$ cat src/rtl/core/rfcd_pkg.sv
// ----------------------------------------------------------------------------
// rfcd_pkg
// Shared types, constants and the CRC byte update of the remote frame decoder.
// ----------------------------------------------------------------------------
`default_nettype none

package rfcd_pkg;

  // Frame status codes.
  typedef enum logic [1:0] {
    STATUS_OK      = 2'd0,
    STATUS_BAD_CRC = 2'd1,
    STATUS_BAD_LEN = 2'd2
  } frame_status_t;

  // Reflected CRC-16 constants.
  localparam logic [15:0] CRC_INIT = 16'hFFFF;
  localparam logic [15:0] CRC_POLY = 16'h8408;

  // Raw channel width and decoded channel width.
  localparam int unsigned RAW_W  = 11;
  localparam int unsigned CHAN_W = 12;

  // Byte positions of the captured field bytes.
  localparam int unsigned FIELD_FIRST_BYTE = 2;
  localparam int unsigned FIELD_BYTES      = 8;
  localparam int unsigned KEY_LO_BYTE      = 17;
  localparam int unsigned KEY_HI_BYTE      = 18;

  // Decoded contents of one good frame.
  typedef struct packed {
    frame_status_t      status;
    logic [CHAN_W-1:0]  stick_0;
    logic [CHAN_W-1:0]  stick_1;
    logic [CHAN_W-1:0]  stick_2;
    logic [CHAN_W-1:0]  stick_3;
    logic [1:0]         mode_switch;
    logic               pause_button;
    logic               func_button_one;
    logic               func_button_two;
    logic [CHAN_W-1:0]  wheel_value;
    logic [15:0]        key_bits;
  } result_t;

  // One byte of the reflected CRC-16, bit by bit.
  function automatic logic [15:0] crc_byte(input logic [15:0] crc, input logic [7:0] data);
    logic [15:0] c;
    c = crc ^ {8'h00, data};
    for (int k = 0; k < 8; k++) begin
      if (c[0]) begin
        c = (c >> 1) ^ CRC_POLY;
      end else begin
        c = c >> 1;
      end
    end
    return c;
  endfunction

endpackage

`default_nettype wire

$ cat src/rtl/core/rfcd_field_decode.sv
// ----------------------------------------------------------------------------
// rfcd_field_decode
// Extracts the stick, switch, button, wheel and key fields of a frame and
// centres the channels on the configured offset.
// ----------------------------------------------------------------------------
`default_nettype none

module rfcd_field_decode (
  input  wire logic [63:0]                  field_word,  // frame bytes 2..9, byte 2 on top
  input  wire logic [15:0]                  key_word,
  input  wire logic [rfcd_pkg::RAW_W-1:0]   offset,
  input  wire rfcd_pkg::frame_status_t      status,
  output rfcd_pkg::result_t                 result
);

  // Raw channels, frame bit p sits at field_word[79 - p].
  logic [rfcd_pkg::RAW_W-1:0] raw_0, raw_1, raw_2, raw_3, raw_w;

  assign raw_0 = field_word[63:53];
  assign raw_1 = field_word[52:42];
  assign raw_2 = field_word[41:31];
  assign raw_3 = field_word[30:20];
  assign raw_w = field_word[14:4];

  // Centre a raw reading on the offset, two's complement result.
  function automatic logic [rfcd_pkg::CHAN_W-1:0] centre(
    input logic [rfcd_pkg::RAW_W-1:0] raw,
    input logic [rfcd_pkg::RAW_W-1:0] off
  );
    return {1'b0, raw} - {1'b0, off};
  endfunction

  // Fields are only reported for a good frame.
  always_comb begin
    result        = '0;
    result.status = status;
    if (status == rfcd_pkg::STATUS_OK) begin
      result.stick_0         = centre(raw_0, offset);
      result.stick_1         = centre(raw_1, offset);
      result.stick_2         = centre(raw_2, offset);
      result.stick_3         = centre(raw_3, offset);
      result.mode_switch     = field_word[19:18];
      result.pause_button    = field_word[17];
      result.func_button_one = field_word[16];
      result.func_button_two = field_word[15];
      result.wheel_value     = centre(raw_w, offset);
      result.key_bits        = key_word;
    end
  end

endmodule

`default_nettype wire

$ cat src/rtl/core/remote_frame_crc_decoder.sv
// ----------------------------------------------------------------------------
// remote_frame_crc_decoder
// Checks the CRC-16 and length of a delimited remote-control frame and
// decodes its stick, switch, button, wheel and key fields.
// ----------------------------------------------------------------------------
// The block takes one frame byte per cycle on the slave stream, with tlast on
// the final byte, and gives one result on the master stream for each frame.
// A byte is registered on entry; from the input register the byte-wide CRC
// update and the field capture are made, and the result is loaded into the
// output register as the final byte leaves the input register. Bytes may
// arrive back to back while a previous result waits to be taken; the input
// stalls only when a new frame ends while the output register is still full.
// Frames of other than FRAME_LEN bytes report wrong length, and all fields
// other than the status read zero unless it is ok. The user must write the
// channel offset via the cfg port only while idle; it is not enforced.
`default_nettype none

module remote_frame_crc_decoder #(
  parameter int unsigned FRAME_LEN = 21
) (
  input  wire logic        clk,
  input  wire logic        rst,
  // Configuration: channel_offset [10:0].
  input  wire logic        cfg_valid,
  output logic             cfg_ready,
  input  wire logic [10:0] cfg_data,
  // Input stream. tdata: rx_byte [7:0]. tlast: frame_end.
  input  wire logic        s_tvalid,
  output logic             s_tready,
  input  wire logic [7:0]  s_tdata,
  input  wire logic        s_tlast,
  // Output stream. tdata: stick_0 [11:0], stick_1 [23:12], stick_2 [35:24],
  // stick_3 [47:36], mode_switch [49:48], pause_button [50],
  // func_button_one [51], func_button_two [52], wheel_value [64:53],
  // key_bits [80:65], zero [87:81]. tuser: frame_status [1:0].
  output logic             m_tvalid,
  input  wire logic        m_tready,
  output logic [87:0]      m_tdata,
  output logic [1:0]       m_tuser
);

  localparam int unsigned CNT_W = $clog2(FRAME_LEN + 1);

  // Configuration register.
  logic [rfcd_pkg::RAW_W-1:0] channel_offset;

  assign cfg_ready = 1'b1;

  always_ff @(posedge clk) begin
    if (rst) begin
      channel_offset <= 11'd1024;
    end else if (cfg_valid) begin
      channel_offset <= cfg_data;
    end
  end

  // Input register.
  logic       in_valid;
  logic [7:0] in_byte;
  logic       in_last;
  logic       in_advance;

  assign in_advance = in_valid && !(in_last && m_tvalid && !m_tready);
  assign s_tready   = !in_valid || in_advance;

  always_ff @(posedge clk) begin
    if (rst) begin
      in_valid <= 1'b0;
    end else if (s_tready) begin
      in_valid <= s_tvalid;
    end
  end

  always_ff @(posedge clk) begin
    if (s_tready && s_tvalid) begin
      in_byte <= s_tdata;
      in_last <= s_tlast;
    end
  end

  // Frame state: CRC, byte count and overlong mark.
  logic [15:0]      crc;
  logic [CNT_W-1:0] byte_count;
  logic             overlong;
  logic             can_store;

  assign can_store = byte_count < CNT_W'(FRAME_LEN);

  always_ff @(posedge clk) begin
    if (rst) begin
      crc        <= rfcd_pkg::CRC_INIT;
      byte_count <= '0;
      overlong   <= 1'b0;
    end else if (in_advance) begin
      if (in_last) begin
        crc        <= rfcd_pkg::CRC_INIT;
        byte_count <= '0;
        overlong   <= 1'b0;
      end else if (can_store) begin
        if (byte_count < CNT_W'(FRAME_LEN - 2)) begin
          crc <= rfcd_pkg::crc_byte(crc, in_byte);
        end
        byte_count <= byte_count + 1'b1;
      end else begin
        overlong <= 1'b1;
      end
    end
  end

  // Capture of the bytes that carry fields, and of the previous byte.
  logic [7:0] field_bytes [rfcd_pkg::FIELD_BYTES];
  logic [7:0] key_lo;
  logic [7:0] key_hi;
  logic [7:0] prev_byte;

  always_ff @(posedge clk) begin
    if (in_advance && can_store) begin
      prev_byte <= in_byte;
      for (int i = 0; i < rfcd_pkg::FIELD_BYTES; i++) begin
        if (byte_count == CNT_W'(rfcd_pkg::FIELD_FIRST_BYTE + i)) begin
          field_bytes[i] <= in_byte;
        end
      end
      if (byte_count == CNT_W'(rfcd_pkg::KEY_LO_BYTE)) begin
        key_lo <= in_byte;
      end
      if (byte_count == CNT_W'(rfcd_pkg::KEY_HI_BYTE)) begin
        key_hi <= in_byte;
      end
    end
  end

  // Status of the frame that ends with the byte now in the input register.
  rfcd_pkg::frame_status_t status;

  always_comb begin
    priority if (overlong || byte_count != CNT_W'(FRAME_LEN - 1)) begin
      status = rfcd_pkg::STATUS_BAD_LEN;
    end else if (crc[7:0] != prev_byte || crc[15:8] != in_byte) begin
      status = rfcd_pkg::STATUS_BAD_CRC;
    end else begin
      status = rfcd_pkg::STATUS_OK;
    end
  end

  // Field decoding.
  logic [63:0]       field_word;
  rfcd_pkg::result_t decoded;

  always_comb begin
    for (int i = 0; i < rfcd_pkg::FIELD_BYTES; i++) begin
      field_word[63 - 8 * i -: 8] = field_bytes[i];
    end
  end

  rfcd_field_decode u_field_decode (
    .field_word (field_word),
    .key_word   ({key_hi, key_lo}),
    .offset     (channel_offset),
    .status     (status),
    .result     (decoded)
  );

  // Result register.
  rfcd_pkg::result_t result;

  always_ff @(posedge clk) begin
    if (rst) begin
      m_tvalid <= 1'b0;
    end else if (in_advance && in_last) begin
      m_tvalid <= 1'b1;
    end else if (m_tready) begin
      m_tvalid <= 1'b0;
    end
  end

  always_ff @(posedge clk) begin
    if (in_advance && in_last) begin
      result <= decoded;
    end
  end

  // Output packing.
  assign m_tuser = result.status;
  assign m_tdata = {7'd0,
                    result.key_bits,
                    result.wheel_value,
                    result.func_button_two,
                    result.func_button_one,
                    result.pause_button,
                    result.mode_switch,
                    result.stick_3,
                    result.stick_2,
                    result.stick_1,
                    result.stick_0};

endmodule

`default_nettype wire
$ cat config.mk
export PLATFORM = sky130hd
export DESIGN_NAME = remote_frame_crc_decoder
export DESIGN_NICKNAME = d
export VERILOG_FILES = /design/src/rtl/core/rfcd_pkg.sv /design/src/rtl/core/rfcd_field_decode.sv /design/src/rtl/core/remote_frame_crc_decoder.sv
export SDC_FILE = /design/constraint.sdc
export NUM_CORES = 1
export LEC_CHECK = 0
export BUFFER_PORTS_ARGS = -buffer_cell sky130_fd_sc_hd__buf_2
export CELL_PAD_IN_SITES_DETAIL_PLACEMENT = 2
export CELL_PAD_IN_SITES_GLOBAL_PLACEMENT = 2
export CORE_ASPECT_RATIO = 0.5
export CORE_MARGIN = 2
export CORE_UTILIZATION = 35
export DETAILED_ROUTE_END_ITERATION = 8
export GPL_ROUTABILITY_DRIVEN = 0
export GPL_TIMING_DRIVEN = 0
export PLACE_DENSITY = 0.75
export SYNTH_ARGS = -nofsm -noshare
export SYNTH_HDL_FRONTEND = slang
export SYNTH_SLANG_ARGS = --single-unit
$ cat constraint.sdc
create_clock -name clk -period 4.8 [get_ports clk]
set_clock_uncertainty 0.1 [all_clocks]
set_input_delay 0.24 -clock clk [delete_from_list [all_inputs] [get_ports clk]]
set_output_delay 0.24 -clock clk [all_outputs]
set_load 0.03 [all_outputs]
# Word level (Yosys, flattened, before mapping)
# Memory sizes are Yosys's and may differ from the RTL's.
# Cells that the tools add are included.
word_totals:
  ram_bits: 64
  ff_bits: 151
  out_inout_bits: 93
  memories: 1
op_classes:
  bitwise_logic: 9
  n_reduce_logical: 28
  n_mux: 99
  eq_ne: 14
  n_addsub: 6
  n_lt_le_gt_ge: 2
memory_table:
  columns: ["memory", "words", "word_bits", "read_ports", "rd_ports_with_merged_regs", "write_ports", "line_no", "source"]
  rows:
  - ["field_bytes", 8, 8, 8, 0, 1, "remote_frame_crc_decoder.sv:111", "logic [7:0] field_bytes [rfcd_pkg::FIELD_BYTES];"]
ops:
  columns: ["cell", "n"]
  rows:
  - ["$mux 16", 46]
  - ["$sub 11x11->12", 5]
  - ["$mux 8", 7]
  - ["$reduce_or 8->1", 7]
  - ["$mux 1", 36]
  - ["$not 2->3", 8]
  - ["$mux 3", 7]
  - ["$eq 5x3->1 const B", 4]
  - ["$ne 8x8->1", 2]
  - ["$xor 16x8->16", 1]
  - ["$eq 5x2->1 const B", 2]
  - ["$eq 5x4->1 const B", 2]
  - ["$eq 5x5->1 const B", 2]
  - ["$lt 5x5->1 const B", 2]
  - ["$mux 5", 2]
  - ["$reduce_and 2->1", 4]
  - ["$logic_and 1x1->1", 6]
  - ["$reduce_bool 2->1", 3]
  - ["$add 5x1->5 const B", 1]
  - ["$ne 5x5->1 const B", 1]
  - ["$logic_not 1->1", 3]
  - ["$logic_or 1x1->1", 3]
  - ["$reduce_and 3->1", 1]
  - ["$logic_not 2->1", 1]
  - ["other kinds (2)", 2]

# Logic depth before layout (Yosys ltp)
# Gate-level depths: netlist (run 1).
depth:
  depth_word: 55
  ltp_mapped: 9

# Cells and area by module
# From an unflattened synthesis (run 1), not the netlist that was laid out.
unflattened:
  hier_cells: 785
  hier_area_um2: 10226.1
modules_own_cells:
  columns: ["mod", "n_inst", "area_per_inst_um2", "cells_each"]
  rows:
  - ["remote_frame_crc_decoder", 1, 7459.7, 397]
  - ["rfcd_field_decode", 1, 2766.4, 388]

# Least setup slack after synthesis (run 1)
# OpenSTA, ideal clock, no wires.
synth_path:
  path_kind: "register to register"
  startpoint: "register m_tvalid"
  endpoint: "register byte_count[2]"
  t_arrival_ns: 5.129
  setup_ns: 0.129
  required_time_ns: 4.571
  synth_period_minus_slack_ns: 5.358
  path_slack_ns: -0.558
  path_stages_with_launch: 6
  cell_sequence: "dfxtp_1 > nor2b_1 > nor2_1 > o21ai_0 > xor2_1 > nor2_1"
synth_via:
  elab_chain_len: 5
synth_lines:
  columns: ["element", "line_no", "source"]
  rows:
  - ["start: declaration", "remote_frame_crc_decoder.sv:36", "output logic m_tvalid,"]
  - ["start signal: assignment", "remote_frame_crc_decoder.sv:169", "m_tvalid <= 1'b0;"]
  - ["start signal: assignment", "remote_frame_crc_decoder.sv:171", "m_tvalid <= 1'b1;"]
  - ["start signal: assignment", "remote_frame_crc_decoder.sv:173", "m_tvalid <= 1'b0;"]
  - ["$logic_and 1x1->1 (2 in series)", "remote_frame_crc_decoder.sv:63", "assign in_advance = in_valid && !(in_last && m_tvalid && !m_tready);"]
  - ["$logic_not 1->1", "remote_frame_crc_decoder.sv:63", null]
  - ["$logic_and 1x1->1", "remote_frame_crc_decoder.sv:63", null]
  - ["$reduce_and 2->1 (no line)", null, null]
  - ["end signal: assignment", "remote_frame_crc_decoder.sv:103", "byte_count <= byte_count + 1'b1;"]
  - ["end: declaration", "remote_frame_crc_decoder.sv:83", "logic [CNT_W-1:0] byte_count;"]
# Every way passes these cells.
# A chain may end at the register's enable or synchronous reset.

# Final worst setup path (run 1)
layout_path:
  startpoint: "register in_byte[5]"
  endpoint: "register result, in the netlist m_tdata[28], data pin"
layout_via:
  elab_chain_len: 5
layout_lines:
  columns: ["element", "line_no", "source"]
  rows:
  - ["start: declaration", "remote_frame_crc_decoder.sv:59", "logic [7:0] in_byte;"]
  - ["start signal: assignment", "remote_frame_crc_decoder.sv:76", "in_byte <= s_tdata;"]
  - ["$ne 8x8->1", "remote_frame_crc_decoder.sv:139", "end else if (crc[7:0] != prev_byte || crc[15:8] != in_byte) begin"]
  - ["$logic_or 1x1->1", "remote_frame_crc_decoder.sv:139", null]
  - ["$mux 1", "remote_frame_crc_decoder.sv:139", null]
  - ["$mux 2", "remote_frame_crc_decoder.sv:137", "priority if (overlong || byte_count != CNT_W'(FRAME_LEN - 1)) begin"]
  - ["$logic_not 2->1", "rfcd_field_decode.sv:37", "if (status == rfcd_pkg::STATUS_OK) begin"]
  - ["end signal: assignment", "remote_frame_crc_decoder.sv:179", "result <= decoded;"]
  - ["end: declaration", "remote_frame_crc_decoder.sv:165", "rfcd_pkg::result_t result;"]
# Every way passes these cells.

==> results.yml, run 1 <==
routing:
  num_vias: 6937
  routedWlPerCell_um: 21.7
  drt_pass1_iterations: 4
  ant_nets: 0
  vias_per_cell: 5.10
  wl_mm: 29.6
  drc: 0
  drt_iter0_markers: 302
clocking:
  clkSinkCount: 211
  post_cts_resized: 0
  cts-root-buf: "clkbuf_16"
  cts_buffer_depth: 3
  htreeDepth: 1
  path_clk_slew_ps: 60
  clock_latency_ps: 520
  cts_made_buffers: 22
  cts_tree: "yes"
yosys:
  synthTopCellsByArea: "edfxtp_1 (53%), ha_1 (7.4%), dfxtp_1 (7.1%)"
  synth_ff_type: "edfxtp_1"
  yosys_warnings: 0
  yosysUniqueCellTypes: 59
  ys_seq_elements: 211
  synth_top_area_share_pct: 53.2
  syn_area_um2: 9930
  synth_edf_count: 176
  syn-mean-instance-area_um2: 12.4
  synth_top_area_cell: "edfxtp_1"
  async_flop_share_pct: 0
  synth_cells: 800
  synth_seq_area_share_pct: 60.3
layout:
  fin_nets: 1052
  drive_gt1_share_pct: 17.7
  nFillCells: 2834
  area_growth_pct: 21.0
  antenna_cells: 0
  ff_latch_area_um2: 5990
  fin_area_um2: 12000
  multi_input_area_um2: 3650
  final_util_pct: 43.2
die:
  core_um2: 27800
  die-area_um2: 29800
  start_util_pct: 35.7
  die_x_um: 242
  die_h_um: 123
  ios: 118
  row_count: 43
pwr:
  total_leakage_power_uw: 0.00439
  ir_drop_v: 0.000213
  totalPowerFinal_uw: 4310
  power.density_nw_per_um2: 359
global_route:
  antenna_found_initial: 0
  grt_max_degree: 34
  overflow: 0
  grt_use_total_pct: 20.1
  grt_pass1_wl_mm: 45.3
  grt_pass1_vias: 7699
setup_path:
  reg2reg_slack_ps: 1340
  startpoint_type: "flop"
  crit_arrival_ps: 3660
  cp_max_fo: 13
  crit_type: "flop to flop"
  required_ps: 5000
  r2r-end: "m_tdata[28]$_SDFFCE_PP0P_"
  endpoint_kind: "flop"
  r2r_cells: 6
  reg2reg_from: "in_byte[5]$_DFFE_PP_"
timing:
  max_slew.worst_pin.slew_ps: 1260
  rsz0062_at_grt: "no"
  fin_hold_ws_ps: 3.55
  tns_ps: 0
  maxSlewHeadroom_pct: 15.5
  hold_violations: 0
  slew_viol_final: 0
  clock.fmax_mhz: 289
  fin_crit_ps: 3460
  period_share_pct: 72.2
  setup_violations: 0
placement:
  placed_area_um2: 11000
  dp_hpwl_mm: 21.0
  io_buffer_count: 108
min_path:
  hp-start: "rst"
  worstHoldPathType: "primary input to flop"
  min_path_cells: 2
  hold_end: "channel_offset[2]$_SDFFE_PP0P_"
run:
  drv_cap: 0
status:
  status: "finished, final reports clean"
registers in the layout (all words and copies together), names as in the netlist, 2 cells and up:
signal          cells
key_hi              8
crc                16
prev_byte           8
channel_offset     11
in_byte             8
key_lo              8
byte_count          5
m_tuser             2
field_bytes        60
m_tdata            81
cells by family after synthesis:
| logic type | Yosys count | share of synthesized area [%] |
|---|---|---|
| flip-flops | 211 | 60.3 |
| AND/OR/NAND/NOR | 219 | 10.5 |
| adder cells (fa/ha/maj) | 64 | 8.44 |
| buffers and inverters | 77 | 3.34 |
| multiplexers | 10 | 1.01 |
| AO/OA/AOI/OAI | 155 | 10.9 |
| XOR/XNOR | 62 | 5.47 |
| other | 2 | 0.0756 |
timing repair:
action	in CTS	in global routing
endpoints found under the hold margin	21	0
hold buffers	23	0
setup buffers	0	0
metal layers:
metal / global-route usage, % / part of all wire (%)
met5: 0 / 0
met2: 37.5 / 51
met1: 24.6 / 43
met3: 3.02 / 4.0
met4: 4.98 / 1.9
metrics by stage:
stage | worst slack [ps] | instances
detailed placement | 1370 | 1298
finish | 1340 | 1361
floorplan | 1030 | 806
global placement | -168 | 1296
CTS | 1330 | 1361
global route | 1220 | 1361
synth_stat cells (16+ instances only):
cell type  number
nor2_1        111
dfxtp_1        35
nor3_1         27
o21ai_0        28
o21a_1         18
nand2_1        18
ha_1           59
nor2b_1        17
a21oi_1        33
edfxtp_1      176
xnor2_1        50
inv_1          52
a211oi_1       16
cells in the final DEF (no fill, tap or decap), drive strengths merged, types with 18 or more instances in the layout:
cell type	netlist	routed
buf	14	124
dfxtp	35	35
clkbuf	11	42
nand2	18	18
ha	59	59
inv	52	53
o21ai	30	30
nor2	111	111
o21a	18	18
xnor2	50	50
edfxtp	176	176
nor3	27	27
dlygate4sd3	0	23
a21oi	33	33
how the worst max path moves through the flow:
stage	startpoint	endpoint	slack [ps]	depth (start not counted)
after global routing	in_byte[5]$_DFFE_PP_	m_tdata[28]$_SDFFCE_PP0P_	1220	6
after floorplan	m_tvalid$_SDFFE_PP0P_	byte_count[2]$_SDFFE_PP0P_	1030	5
final	in_byte[5]$_DFFE_PP_	m_tdata[28]$_SDFFCE_PP0P_	1340	6
after detailed placement	in_byte[5]$_DFFE_PP_	m_tdata[28]$_SDFFCE_PP0P_	1370	6
after global placement	in_last$_DFFE_PP_	byte_count[2]$_SDFFE_PP0P_	-170	6
after CTS	in_byte[5]$_DFFE_PP_	m_tdata[28]$_SDFFCE_PP0P_	1330	6
critical path, stage by stage (launching register included):
cell and delay [ps]:
edfxtp_1 970, xnor2_1 210, nand4_1 170, nor4_2 510, nand3_2 400, clkbuf_1 460, a211oi_1 410
report_power, final:
part | internal, µW | switching (µW) | total, µW
sequential | 2020 | 49.8 | 2070
combinational | 162 | 265 | 427
clock | 1070 | 741 | 1810
total | 3250 | 1060 | 4310
area by class of cell:
cell class	count	area share, %
Timing Repair Buffer	133	6.75
Buffer	25	1.14
Clock buffer	31	5.47
Tap cell	382	3.98
Multi-Input combinational cell	518	30.4
Sequential cell	211	49.8
Clock inverter	9	0.833
Inverter	52	1.62
(Power assumes the default switching activity.)
==> run 2, diff against run 1 <==
Settings changed: ABC_AREA from default to 1, CORE_UTILIZATION 35 to 33, PLACE_DENSITY 0.75 to 0.77.
Clock period 4.8 ns to 2.9 ns, I/O delays scaled along.
==> run 2 against run 1 <==
  * The flow now finishes with violations (negative setup slack)
  * Final area rose by 11%
  * Sequential share of layout area fell by 4.9 points
  * Global-route usage rose by 2.9 points
  * Clock power rose by 66%
  * Non-clock buffer count rose by 27
  * Die area rose by 16%
  * Combinational power rose by 110%
  * Area after synthesis rose by 9.9%
  * Synthesized cell count rose by 49%
  * Flip-flop and latch count did not move
  * Largest power group unchanged
  * Highest routed layer unchanged
==> results.yml, run 2 <==
die:
  die-area_um2: 34600
  core_um2: 32800
  row_count: 47
  die_x_um: 261
  start_util_pct: 33.3
  ios: 118
  die_h_um: 133
routing:
  routedWlPerCell_um: 23.2
  wl_mm: 42.6
  drt_pass1_iterations: 5
  drt_iter0_markers: 500
  route.met3.wl_mm: 1.62
  drc: 0
  vias_per_cell: 5.07
  m1WireLength_mm: 17.5
  maxUsedRoutingLayer: "met4"
  wl_met2_mm: 21.9
  num_vias: 9306
  ant_nets: 0
yosys:
  yosys.area_share.simple_pct: 20.9
  syn-mean-instance-area_um2: 9.17
  synth_seq_area_share_pct: 54.8
  synth_ff_type: "edfxtp_1"
  ys_seq_elements: 211
  async_flop_share_pct: 0
  synth_top_area_cell: "edfxtp_1"
  yosys_warnings: 0
  synth_cells: 1190
  synth_compound_area_share_pct: 4.21
  yosysUniqueCellTypes: 30
  synth_edf_count: 176
  synth_top_area_share_pct: 48.4
  syn_area_um2: 10900
  synth_fa_ha_area_share_pct: 7.68
  synth_mux_area_share_pct: 0
  synthTopCellsByArea: "edfxtp_1 (48%), nand2_1 (9.7%), ha_1 (6.8%)"
  synth_most_common_cell: "nand2_1"
  synth_xor_xnor_area_share_pct: 4.17
  synth_top_family_by_area: "simple AND/OR/NAND/NOR gates"
  synth_common_cells: "nand2_1 (281), inv_1 (185), edfxtp_1 (176)"
timing:
  fin_hold_ws_ps: 65.0
  slew_viol_final: 0
  setup_violations: 2
  max_slew.worst_pin.slew_ps: 1200
  maxSlewHeadroom_pct: 19.3
  clock.fmax_mhz: 341
  fin_crit_ps: 2930
  period_share_pct: 101
  hold_violations: 0
  fin_ws_ps: -30.7
pwr:
  ir_drop_v: 0.000326
  totalPowerFinal_uw: 7290
  p_sw_uw: 2020
  intPower_uw: 5270
  swShare_pct: 27.7
  power.density_nw_per_um2: 547
  total_leakage_power_uw: 0.00621
  p_clk_share_pct: 41.1
  pwr-share-comb_pct: 12.6
  power_frac_seq_pct: 46.3
global_route:
  antenna_found_initial: 2
  grt_pass1_wl_mm: 60.2
  grt_pass1_vias: 10200
  grt_use_total_pct: 22.9
  overflow: 0
  grt_max_degree: 45
clocking:
  clock_latency_ps: 550
  cts_buffer_depth: 3
  cts_made_buffers: 23
  htreeDepth: 1
  clkSinkCount: 211
  path_clk_slew_ps: 70
  cts_tree: "yes"
  cts-root-buf: "clkbuf_16"
status:
  status: "finished with violations"
  violations: "negative setup slack"
run:
  drv_cap: 0
placement:
  placed_area_um2: 12100
  pre_cts_ws_ps: -719
  dp_hpwl_mm: 27.0
  io_buffer_count: 108
layout:
  largest_reg_flops: 81
  fin_nets: 1466
  layout_common_cells: "nand2_1 (280), inv_1 (184), edfxtp_1 (176), nor2_1 (158), buf_2 (115)"
  final_common_cell: "nand2_1"
  nFillCells: 3607
  area_growth_pct: 22.2
  drive_gt1_share_pct: 14.3
  fin_area_um2: 13300
setup_path:
  crit_arrival_ps: 3170
  reg2reg_from: "byte_count[0]$_SDFFE_PP0P_"
  cp_max_fo: 10
  startpoint_type: "flop"
  crit_type: "flop to flop"
  required_ps: 3140
  cp-startpoint: "byte_count[0]$_SDFFE_PP0P_"
  endpoint_kind: "flop"
min_path:
  worstHoldPathType: "primary input to flop"
  hp-start: "cfg_valid"
-- run 2: changes by cell type after synthesis, sizes merged, moves of 18 or more --
cell   delta
o21a     -18
a21oi    +26
nor3     -25
nor2     +48
inv     +136
nand3    +92
nand2   +263
xor2     +23
xnor2    -33
-- run 2: critical path: stages (launching register included) --
cell	delay, ps
dfxtp_1	380
inv_1	170
ha_1	210
inv_1	120
nor4_4	750
nand2_1	270
buf_4	280
buf_6	170
nor2_1	270
-- run 2: cell families (layout without fill, tap and decap cells) --
| logic type | Yosys count | count (layout) |
|---|---|---|
| and+or+nand+nor | 557 | 557 |
| buffers and inverters | 217 | 414 |
| DFF | 211 | 211 |
| AOI/OAI and AO/OA | 87 | 87 |
| adders and majority gates | 64 | 64 |
| xor gates and xnor gates | 52 | 52 |
| other | 2 | 10 |
-- run 2: power by group through the flow --
| stage | Combinational, µW | Sequential [µW] | Clock, µW |
|---|---|---|---|
| finish | 917 | 3370 | 3000 |
| global route | 1000 | 3380 | 3150 |
| CTS | 853 | 3380 | 2980 |
| detailed placement | 775 | 3470 | 0 |
| global placement | 718 | 3470 | 0 |
| floorplan | 519 | 3440 | 0 |
-- run 2: final timing paths --
path / end / slack, ps / cells after the start
max: m_tdata[0]$_SDFFCE_PP0P_ / -30 / 8
min: channel_offset[2]$_SDFFE_PP0P_ / 70 / 4
max reg2reg: m_tdata[0]$_SDFFCE_PP0P_ / -30 / 8
min reg2reg: crc[9]$_SDFFE_PP1P_ / 450 / 2
-- run 2: per-stage QoR --
step	utilization, %	instances	setup TNS (ps)
CTS	40.4	1827	0
finish	40.6	1836	-39.2
global route	40.6	1835	-817
global placement	36.7	1745	-63350
floorplan	-	1196	0
detailed placement	36.9	1749	-7870
-- run 2: metal layers --
metal / up-vias / GRT usage [%]
met5: - / 0
met4: 0 / 8.81
met3: 100 / 3.60
met2: 220 / 41.1
met1: 4752 / 27.7
li1: 4234 / -
-- run 2: area by class of cell --
cell class / instances / area [µm²] / share of cell area (%)
clock buffers: 32 / 649 / 4.87
inverters: 188 / 711 / 5.33
plain buffers: 29 / 181 / 1.36
well taps: 441 / 552 / 4.14
diodes: 2 / 5.00 / 0.0375
repair buffers: 156 / 1050 / 7.85
multi-input cells: 768 / 4120 / 30.9
flip-flops and latches: 211 / 5990 / 44.9
clock inverters: 9 / 77.6 / 0.582
-- run 2: repair_timing --
item,4_1_cts,5_1_grt
hold endpoints to repair,22,0
endpoints found under the setup margin,24,41
buffers inserted,9,7
gates cloned,0,0
gates resized for setup,4,3
pin swaps,2,0
hold buffers,28,0
